===== config.mk =====
export PLATFORM = sky130hd
export DESIGN_NAME = motion_standby_decider
export DESIGN_NICKNAME = d
export VERILOG_FILES = /design/src/design/msd_pkg.sv /design/src/design/motion_standby_decider.sv
export SDC_FILE = /design/constraint.sdc
export NUM_CORES = 2
export LEC_CHECK = 0
export ABC_CLOCK_PERIOD_IN_PS = 16100
export BUFFER_PORTS_ARGS = -buffer_cell sky130_fd_sc_hd__buf_2
export CORE_MARGIN = 3
export CORE_UTILIZATION = 59
export DETAILED_ROUTE_END_ITERATION = 10
export PLACE_DENSITY_LB_ADDON = 0.08
export SETUP_SLACK_MARGIN = 0.02
export SLEW_MARGIN = 20
export SYNTH_ARGS = -nofsm -noshare
export SYNTH_HDL_FRONTEND = slang
export SYNTH_SLANG_ARGS = --single-unit

===== constraint.sdc =====
create_clock -name clock -period 16.1 [get_ports clock]
set_input_delay 3.22 -clock clock [delete_from_list [all_inputs] [get_ports clock]]
set_output_delay 3.22 -clock clock [all_outputs]
set_load 0.05 [all_outputs]

===== src/design/msd_pkg.sv =====
// Shared codes, widths and types for the motion standby decider.
package msd_pkg;

   // Configuration register indexes and widths
   localparam int CSR_INDEX_BITS = 3;
   localparam int CSR_DATA_BITS  = 32;
   localparam int CFG_TIME_BITS  = 32;
   localparam int THRESH_BITS    = 18;

   typedef enum logic [CSR_INDEX_BITS-1:0] {
      CSR_IDLE_TIMEOUT  = 3'd0,
      CSR_WAKE_GRACE    = 3'd1,
      CSR_LIFT_STABLE   = 3'd2,
      CSR_SET_DOWN_HOLD = 3'd3,
      CSR_STILL_THRESH  = 3'd4
   } csr_index_type;

   typedef enum logic [1:0] {
      KIND_TIME   = 2'd0,
      KIND_SAMPLE = 2'd1,
      KIND_ENTER  = 2'd2,
      KIND_WAKE   = 2'd3
   } kind_type;

   typedef enum logic [1:0] {
      CTX_PLAYING = 2'd0,
      CTX_PAUSED  = 2'd1,
      CTX_MENU    = 2'd2,
      CTX_OTHER   = 2'd3
   } context_type;

   typedef enum logic [1:0] {
      FLAT_NONE = 2'd0,
      FLAT_UP   = 2'd1,
      FLAT_DOWN = 2'd2,
      FLAT_BAD  = 2'd3
   } flat_type;

   typedef enum logic [1:0] {
      VERDICT_NONE  = 2'd0,
      VERDICT_ENTER = 2'd1,
      VERDICT_WAKE  = 2'd2,
      VERDICT_RSVD  = 2'd3
   } verdict_type;

endpackage


===== src/design/motion_standby_decider.sv =====
// Top level of the motion standby decider: input register, decision logic, result register.
//
// Usage: each request beat carries one event (time update, accelerometer sample,
// external standby entry or external wake) with its time stamp, screen context,
// precomputed flat class and three signed acceleration axes. Every request beat
// yields exactly one response beat with the verdict (none, enter standby, wake),
// the screen-off flag, the standby flag and the wake-allowed flag after the event.
// A beat is taken on req_valid high and req_stall low, and likewise on the rsp_ side.
// A request taken into the input register moves through the decision logic into the
// response register as soon as that register is empty or its beat is taken. Throughput:
// one beat per cycle while the receiver does not stall; the decision state is read and
// written in the single stage between the input register and the response register.
// When the receiver stalls, the response register holds; the input register still
// fills once, and req_stall rises only when both registers are occupied.
// Reset (synchronous, active high) empties both registers, clears the thresholds to
// zero and returns the decision state to awake, set-down armed, nothing held.
// Thresholds are written via the csr_ port while no event is in flight; the user, not the block, ensures it.
module motion_standby_decider #(
   parameter int TIME_BITS  = 32,
   parameter int ACCEL_BITS = 16
) (
   input  logic                                 clock,
   input  logic                                 reset,
   // configuration
   input  logic                                 csr_wr_en,
   input  logic [msd_pkg::CSR_INDEX_BITS-1:0]   csr_index,
   input  logic [msd_pkg::CSR_DATA_BITS-1:0]    csr_wr_data,
   // request channel
   input  logic                                 req_valid,
   output logic                                 req_stall,
   input  logic [1:0]                           req_kind,
   input  logic [TIME_BITS-1:0]                 req_now_ms,
   input  logic [1:0]                           req_screen_context,
   input  logic [1:0]                           req_flat_class,
   input  logic signed [ACCEL_BITS-1:0]         req_accel_x,
   input  logic signed [ACCEL_BITS-1:0]         req_accel_y,
   input  logic signed [ACCEL_BITS-1:0]         req_accel_z,
   // response channel
   output logic                                 rsp_valid,
   input  logic                                 rsp_stall,
   output logic [1:0]                           rsp_verdict,
   output logic                                 rsp_screen_off,
   output logic                                 rsp_standby_now,
   output logic                                 rsp_wake_allowed
);
   import msd_pkg::*;

   localparam int CMP_BITS   = (TIME_BITS > CFG_TIME_BITS) ? TIME_BITS : CFG_TIME_BITS;
   localparam int DRIFT_BITS = ACCEL_BITS + 2;
   localparam int DCMP_BITS  = (DRIFT_BITS > THRESH_BITS) ? DRIFT_BITS : THRESH_BITS;

   function automatic logic time_reached(input logic [TIME_BITS-1:0] now,
                                         input logic [TIME_BITS-1:0] since,
                                         input logic [CFG_TIME_BITS-1:0] limit);
      logic [TIME_BITS-1:0] diff;
      diff = now - since;
      return CMP_BITS'(diff) >= CMP_BITS'(limit);
   endfunction

   function automatic logic [ACCEL_BITS-1:0] abs_diff(input logic [ACCEL_BITS-1:0] a,
                                                      input logic [ACCEL_BITS-1:0] b);
      logic [ACCEL_BITS:0] d;
      d = {a[ACCEL_BITS-1], a} - {b[ACCEL_BITS-1], b};
      if (d[ACCEL_BITS]) begin
         d = -d;
      end
      return d[ACCEL_BITS-1:0];
   endfunction

   // configuration registers
   logic [CFG_TIME_BITS-1:0] idle_timeout_ff, wake_grace_ff, lift_stable_ff, hold_time_ff;
   logic [THRESH_BITS-1:0]   still_thresh_ff;

   // input register
   logic                   in_valid_ff, in_valid_in;
   kind_type               kind_ff;
   logic [TIME_BITS-1:0]   now_ff;
   logic [1:0]             ctx_ff;
   flat_type               flat_ff;
   logic [ACCEL_BITS-1:0]  ax_ff, ay_ff, az_ff;

   // decision state
   logic                   standby_ff, standby_in;
   logic [TIME_BITS-1:0]   entered_ff, entered_in;
   logic [TIME_BITS-1:0]   activity_ff, activity_in;
   logic                   armed_ff, armed_in;
   logic                   rested_ff, rested_in;
   logic                   lift_pend_ff, lift_pend_in;
   logic                   ctx_seen_ff, ctx_seen_in;
   logic [1:0]             prev_ctx_ff, prev_ctx_in;
   flat_type               hold_face_ff, hold_face_in;
   logic [TIME_BITS-1:0]   hold_start_ff, hold_start_in;
   logic [TIME_BITS-1:0]   lift_start_ff, lift_start_in;
   logic [ACCEL_BITS-1:0]  ref_x_ff, ref_x_in, ref_y_ff, ref_y_in, ref_z_ff, ref_z_in;

   // response register
   logic                   out_valid_ff, out_valid_in;
   verdict_type            verdict_ff, verdict_in;
   logic                   screen_off_ff, screen_off_in;
   logic                   standby_now_ff, standby_now_in;
   logic                   wake_ok_ff, wake_ok_in;

   logic                   advance;
   logic                   req_take;
   flat_type               flat;
   logic                   reading_ctx;
   logic                   idle_ctx;
   logic [DRIFT_BITS-1:0]  drift;
   logic                   drift_big;
   logic                   idle_check;

   assign advance   = in_valid_ff && (!out_valid_ff || !rsp_stall);
   assign req_stall = in_valid_ff && !advance;
   assign req_take  = req_valid && !req_stall;

   assign flat        = (flat_ff == FLAT_BAD) ? FLAT_NONE : flat_ff;
   assign reading_ctx = (ctx_ff == CTX_PLAYING) || (ctx_ff == CTX_PAUSED);
   assign idle_ctx    = (ctx_ff == CTX_PAUSED) || (ctx_ff == CTX_MENU);
   assign drift       = DRIFT_BITS'(abs_diff(ax_ff, ref_x_ff))
                      + DRIFT_BITS'(abs_diff(ay_ff, ref_y_ff))
                      + DRIFT_BITS'(abs_diff(az_ff, ref_z_ff));
   assign drift_big   = DCMP_BITS'(drift) > DCMP_BITS'(still_thresh_ff);

   always_comb begin
      standby_in    = standby_ff;
      entered_in    = entered_ff;
      activity_in   = activity_ff;
      armed_in      = armed_ff;
      rested_in     = rested_ff;
      lift_pend_in  = lift_pend_ff;
      ctx_seen_in   = ctx_seen_ff;
      prev_ctx_in   = prev_ctx_ff;
      hold_face_in  = hold_face_ff;
      hold_start_in = hold_start_ff;
      lift_start_in = lift_start_ff;
      ref_x_in      = ref_x_ff;
      ref_y_in      = ref_y_ff;
      ref_z_in      = ref_z_ff;
      verdict_in    = VERDICT_NONE;
      screen_off_in = 1'b0;
      idle_check    = 1'b0;

      // time updates and samples restart the idle countdown on a new context
      if ((kind_ff == KIND_TIME || kind_ff == KIND_SAMPLE)
          && (!ctx_seen_ff || ctx_ff != prev_ctx_ff)) begin
         ctx_seen_in = 1'b1;
         prev_ctx_in = ctx_ff;
         activity_in = now_ff;
      end

      unique case (kind_ff)
         KIND_TIME: begin
            idle_check = !standby_ff;
         end
         KIND_SAMPLE: begin
            if (standby_ff) begin
               if (flat != FLAT_NONE) begin
                  rested_in    = 1'b1;
                  lift_pend_in = 1'b0;
               end else if (rested_ff) begin
                  if (!lift_pend_ff) begin
                     lift_pend_in  = 1'b1;
                     lift_start_in = now_ff;
                  end else if (time_reached(now_ff, lift_start_ff, lift_stable_ff)
                               && time_reached(now_ff, entered_ff, wake_grace_ff)) begin
                     standby_in   = 1'b0;
                     activity_in  = now_ff;
                     lift_pend_in = 1'b0;
                     armed_in     = 1'b1;
                     hold_face_in = FLAT_NONE;
                     verdict_in   = VERDICT_WAKE;
                  end
               end
            end else if (flat == FLAT_NONE) begin
               armed_in     = 1'b1;
               hold_face_in = FLAT_NONE;
               idle_check   = 1'b1;
            end else if (!reading_ctx || !armed_ff) begin
               hold_face_in = FLAT_NONE;
               idle_check   = 1'b1;
            end else if (flat != hold_face_ff || drift_big) begin
               // new face or too much motion: restart the hold here
               hold_face_in  = flat;
               hold_start_in = now_ff;
               ref_x_in      = ax_ff;
               ref_y_in      = ay_ff;
               ref_z_in      = az_ff;
               idle_check    = 1'b1;
            end else if (time_reached(now_ff, hold_start_ff, hold_time_ff)) begin
               standby_in    = 1'b1;
               entered_in    = now_ff;
               rested_in     = 1'b1;
               lift_pend_in  = 1'b0;
               hold_face_in  = FLAT_NONE;
               verdict_in    = VERDICT_ENTER;
               screen_off_in = (flat == FLAT_DOWN);
            end else begin
               idle_check = 1'b1;
            end
         end
         KIND_ENTER: begin
            if (!standby_ff) begin
               standby_in   = 1'b1;
               entered_in   = now_ff;
               rested_in    = 1'b0;
               lift_pend_in = 1'b0;
               hold_face_in = FLAT_NONE;
            end
         end
         KIND_WAKE: begin
            if (standby_ff) begin
               standby_in   = 1'b0;
               activity_in  = now_ff;
               armed_in     = 1'b0;
               lift_pend_in = 1'b0;
               hold_face_in = FLAT_NONE;
            end
         end
         default: begin
         end
      endcase

      // idle rule sees the refreshed activity time and the updated hold face
      if (idle_check && idle_timeout_ff != '0 && idle_ctx
          && time_reached(now_ff, activity_in, idle_timeout_ff)) begin
         standby_in   = 1'b1;
         entered_in   = now_ff;
         rested_in    = (hold_face_in != FLAT_NONE);
         lift_pend_in = 1'b0;
         hold_face_in = FLAT_NONE;
         verdict_in   = VERDICT_ENTER;
      end

      standby_now_in = standby_in;
      wake_ok_in     = !standby_in || time_reached(now_ff, entered_in, wake_grace_ff);
   end

   always_comb begin
      if (req_take) begin
         in_valid_in = 1'b1;
      end else if (advance) begin
         in_valid_in = 1'b0;
      end else begin
         in_valid_in = in_valid_ff;
      end
      if (advance) begin
         out_valid_in = 1'b1;
      end else if (rsp_valid && !rsp_stall) begin
         out_valid_in = 1'b0;
      end else begin
         out_valid_in = out_valid_ff;
      end
   end

   // configuration writes
   always_ff @(posedge clock) begin
      if (reset) begin
         idle_timeout_ff <= '0;
         wake_grace_ff   <= '0;
         lift_stable_ff  <= '0;
         hold_time_ff    <= '0;
         still_thresh_ff <= '0;
      end else if (csr_wr_en) begin
         unique case (csr_index)
            CSR_IDLE_TIMEOUT:  idle_timeout_ff <= csr_wr_data;
            CSR_WAKE_GRACE:    wake_grace_ff   <= csr_wr_data;
            CSR_LIFT_STABLE:   lift_stable_ff  <= csr_wr_data;
            CSR_SET_DOWN_HOLD: hold_time_ff    <= csr_wr_data;
            CSR_STILL_THRESH:  still_thresh_ff <= csr_wr_data[THRESH_BITS-1:0];
            default: begin
            end
         endcase
      end
   end

   // handshake control and decision state
   always_ff @(posedge clock) begin
      if (reset) begin
         in_valid_ff   <= 1'b0;
         out_valid_ff  <= 1'b0;
         standby_ff    <= 1'b0;
         entered_ff    <= '0;
         activity_ff   <= '0;
         armed_ff      <= 1'b1;
         rested_ff     <= 1'b0;
         lift_pend_ff  <= 1'b0;
         ctx_seen_ff   <= 1'b0;
         prev_ctx_ff   <= '0;
         hold_face_ff  <= FLAT_NONE;
         hold_start_ff <= '0;
         lift_start_ff <= '0;
         ref_x_ff      <= '0;
         ref_y_ff      <= '0;
         ref_z_ff      <= '0;
      end else begin
         in_valid_ff  <= in_valid_in;
         out_valid_ff <= out_valid_in;
         if (advance) begin
            standby_ff    <= standby_in;
            entered_ff    <= entered_in;
            activity_ff   <= activity_in;
            armed_ff      <= armed_in;
            rested_ff     <= rested_in;
            lift_pend_ff  <= lift_pend_in;
            ctx_seen_ff   <= ctx_seen_in;
            prev_ctx_ff   <= prev_ctx_in;
            hold_face_ff  <= hold_face_in;
            hold_start_ff <= hold_start_in;
            lift_start_ff <= lift_start_in;
            ref_x_ff      <= ref_x_in;
            ref_y_ff      <= ref_y_in;
            ref_z_ff      <= ref_z_in;
         end
      end
   end

   // payload registers: load the input beat, hold the result until taken
   always_ff @(posedge clock) begin
      if (req_take) begin
         kind_ff <= kind_type'(req_kind);
         now_ff  <= req_now_ms;
         ctx_ff  <= req_screen_context;
         flat_ff <= flat_type'(req_flat_class);
         ax_ff   <= req_accel_x;
         ay_ff   <= req_accel_y;
         az_ff   <= req_accel_z;
      end
      if (advance) begin
         verdict_ff     <= verdict_in;
         screen_off_ff  <= screen_off_in;
         standby_now_ff <= standby_now_in;
         wake_ok_ff     <= wake_ok_in;
      end
   end

   assign rsp_valid        = out_valid_ff;
   assign rsp_verdict      = verdict_ff;
   assign rsp_screen_off   = screen_off_ff;
   assign rsp_standby_now  = standby_now_ff;
   assign rsp_wake_allowed = wake_ok_ff;

endmodule


==> run_results.csv <==
group,metric,value,unit
run_status,status,"complete, no violations",
final_layout,nFillCells,4654,
floorplanning,die_w,237,um
power_and_ir_drop,peakVddDrop,109,uV
grt,antenna_found_initial,6,
critical_path,path_class,"register to register",
critical_path,critPathMostFrequentCell,"a21oi_1",
synthesis,synthFlopType,"dfxtp_1",
synthesis,synth_area_per_cell,8.00,sq um
synthesis,seq_area_frac_synth,29.9,%
floorplanning,row_count,84,
routing,detail_route.iter0.violations,1607,
floorplanning,start_util,59.8,%
grt,first_global_vias,25600,
final_layout,nNetsFinal,4606,
floorplanning,ios,133,
placement,globalplace.congestion,0.951,
sta,layout_min_cycle_time,14960,ps
placement,dp.cells,4675,
sta,slew_headroom,24.3,%
power_and_ir_drop,p_per_area,109,mW/mm^2
cts,clk_pin_slew,60,ps
power_and_ir_drop,p_seq_share,30.4,%
synthesis,synth_seq_cells,424,
sta,tightest_slew,1130,ps
grt,grt_overflow,0,
sta,hold_viol,0,
final_layout,seqCellArea,0.00940,sq mm
cts,clkLatencyLatePin,600,ps
synthesis,async_reset_ff_share,0,%
placement,portBuffers,132,
floorplanning,die_area,0.0561,sq mm
routing,antenna_left,0,
cts,cts_max_level,2,
critical_path,max_stage_delay,520,ps
power_and_ir_drop,leakagePower,13.4,nW
routing,dr_total_vias,27600,
sta,setup_viol,0,
sta,slew_violations,0,
grt,grt_pass1_wl,136,mm
synthesis,syn_area,0.0315,sq mm
power_and_ir_drop,clockPowerShare,31.1,%
final_layout,fin_cells,4779,
final_layout,mostFrequentLayoutCell,"nand2_1",
critical_path,arrival,15280,ps
power_and_ir_drop,intPower,2.47,mW
floorplanning,die_h,237,um
synthesis,synth_cell_types,88,
synthesis,syn_nets,4491,
routing,drc,0,
cts,cts_tree,"yes",
final_layout,multi_input_area,0.0203,sq mm
power_and_ir_drop,switching_share,34.8,%
cts,cts_buffers,49,
power_and_ir_drop,fin_total_pwr,3.80,mW
synthesis,ys_warn_count,0,
cts,clock-root-buffer,"clkbuf_16",
final_layout,drive_above_1_share,8.84,%
flow_run,cap_violations,0,
routing,avgRoutedWirePerCell,18.2,um
sta,fmax,66.8,MHz
cts,ctsLongestPathBuffers,3,
sta,fin_crit_sh,92.9,%
placement,hpwl,65.8,mm
cts,cts_sinks,424,
critical_path,cp.required,16420,ps
min_path,hold_class,"register to register",
critical_path,cp_slowest_cell,"edfxtp_1",
power_and_ir_drop,power_switching,1.32,mW
critical_path,critical_path.max_fanout,6,
final_layout,area_growth,10.9,%
routing,vias_per_cell,5.77,
grt,grt_use_total,30.0,%
floorplanning,core,0.0527,sq mm
sta,finClkSkew,13.3,ps
synthesis,synth_edf_count,91,
final_layout,final_cell_mix,"nand2_1 (646), a21oi_1 (480), ha_1 (408)",
routing,dr.pass1.iters,5,
critical_path,timing.critical_path.from_type,"register",
routing,drt-total-wl,87.1,mm
sta,whs,452,ps
synthesis,syn_inst,3932,
critical_path,cp-end-kind,"register",
power_and_ir_drop,p_comb_share,38.6,%
grt,grt_max_degree,117,
Yosys cell counts, drive strengths merged (51+ instances only):
cell type,n,share of area [%]
a211oi,61,1.5
a21o,117,2.8
a21oi,490,7.8
clkbuf,122,1.5
dfxtp,333,21
edfxtp,91,8.7
ha,408,16
inv,373,4.4
nand2,650,7.8
nor2,244,2.9
nor3,51,0.86
o21ai,145,2.3
xnor2,172,4.8
xor2,53,1.5
power by group through the flow:
stage / combinational (mW) / clock, mW / sequential [mW]
2_1_floorplan: 1.10 / 0 / 1.17
3_3_place_gp: 1.41 / 0 / 1.17
3_5_place_dp: 1.43 / 0 / 1.17
4_1_cts: 1.44 / 1.20 / 1.15
5_1_grt: 1.65 / 1.24 / 1.15
6_report: 1.47 / 1.18 / 1.15
repair_timing:
action / in CTS / in global routing
endpoints found under the setup margin: 0 / 1
hold buffers: 0 / 0
resized for setup: 0 / 40
setup buffers: 0 / 9
through the flow:
stage	utilization (%)	setup WS, ps	TNS, ps	area, sq um
global route	66.2	-29.5	-29.5	34900
finish	66.3	1140	0	34900
floorplan	-	1670	0	31500
CTS	65.7	60.2	0	34600
detailed placement	62.5	93.4	0	32900
global placement	62.5	614	0	32900
layer usage:
metal	global-route usage [%]	share of wire [%]
met5	0	0.042
met4	13.1	4.8
met3	3.75	5.1
met2	52.3	48
met1	37.3	42
area by class of cell:
class	count	share of cell area (%)
antenna	5	0.0359
clock inverter	27	0.986
tap	688	2.47
timing repair buffer	199	3.37
sequential	424	26.9
clock buffer	63	3.87
multi-input combinational	3000	58.3
inverter	373	4.02
final timing paths:
path	start	endpoint	slack, ps	cells past startpoint
max reg2reg	now_ff[1]$_DFFE_PP_	rsp_wake_allowed$_DFFE_PP_	1140	75
min	hold_start_ff[21]$_SDFFE_PP0P_	hold_start_ff[21]$_SDFFE_PP0P_	450	2
max	now_ff[1]$_DFFE_PP_	rsp_wake_allowed$_DFFE_PP_	1140	75
min reg2reg	hold_start_ff[21]$_SDFFE_PP0P_	hold_start_ff[21]$_SDFFE_PP0P_	450	2
sequential cells by signal (all words and copies together), names as in the netlist, 2 cells and up:
signal and flops:
entered_ff 32, ref_x_ff 16, prev_ctx_ff 2, ay_ff 16, hold_time_ff 32, ax_ff 16
activity_ff 32, hold_start_ff 32, rsp_verdict 2, hold_face_ff 2, ctx_ff 2, az_ff 16
still_thresh_ff 18, wake_grace_ff 32, now_ff 32, ref_z_ff 16, flat_ff 2, lift_stable_ff 32
ref_y_ff 16, lift_start_ff 32, idle_timeout_ff 32, kind_ff 2
worst max-delay path: cells and delay by family (launching register included):
family                     cells  cell delay (ps)
adders and majority gates      7             2160
muxes                          1              130
and+or+nand+nor               14             1750
xor gates and xnor gates       2              290
buffers and inverters          2              250
AOI/OAI and AO/OA             49             9550
DFF                            1              520
cells by family (layout without fill, tap and decap cells):
kind of cell / count (synthesis) / count (layout) / synth area share [%]
buf+inv: 508 / 662 / 6.25
other cells: 0 / 5 / 0
flops: 424 / 424 / 29.9
xor+xnor: 225 / 225 / 6.26
compound gates: 1118 / 1118 / 22.4
simple gates: 1195 / 1195 / 16.5
mux: 29 / 29 / 0.926
fa+ha+maj: 433 / 433 / 17.8
Note: power is estimated with default switching activity, not from simulation.
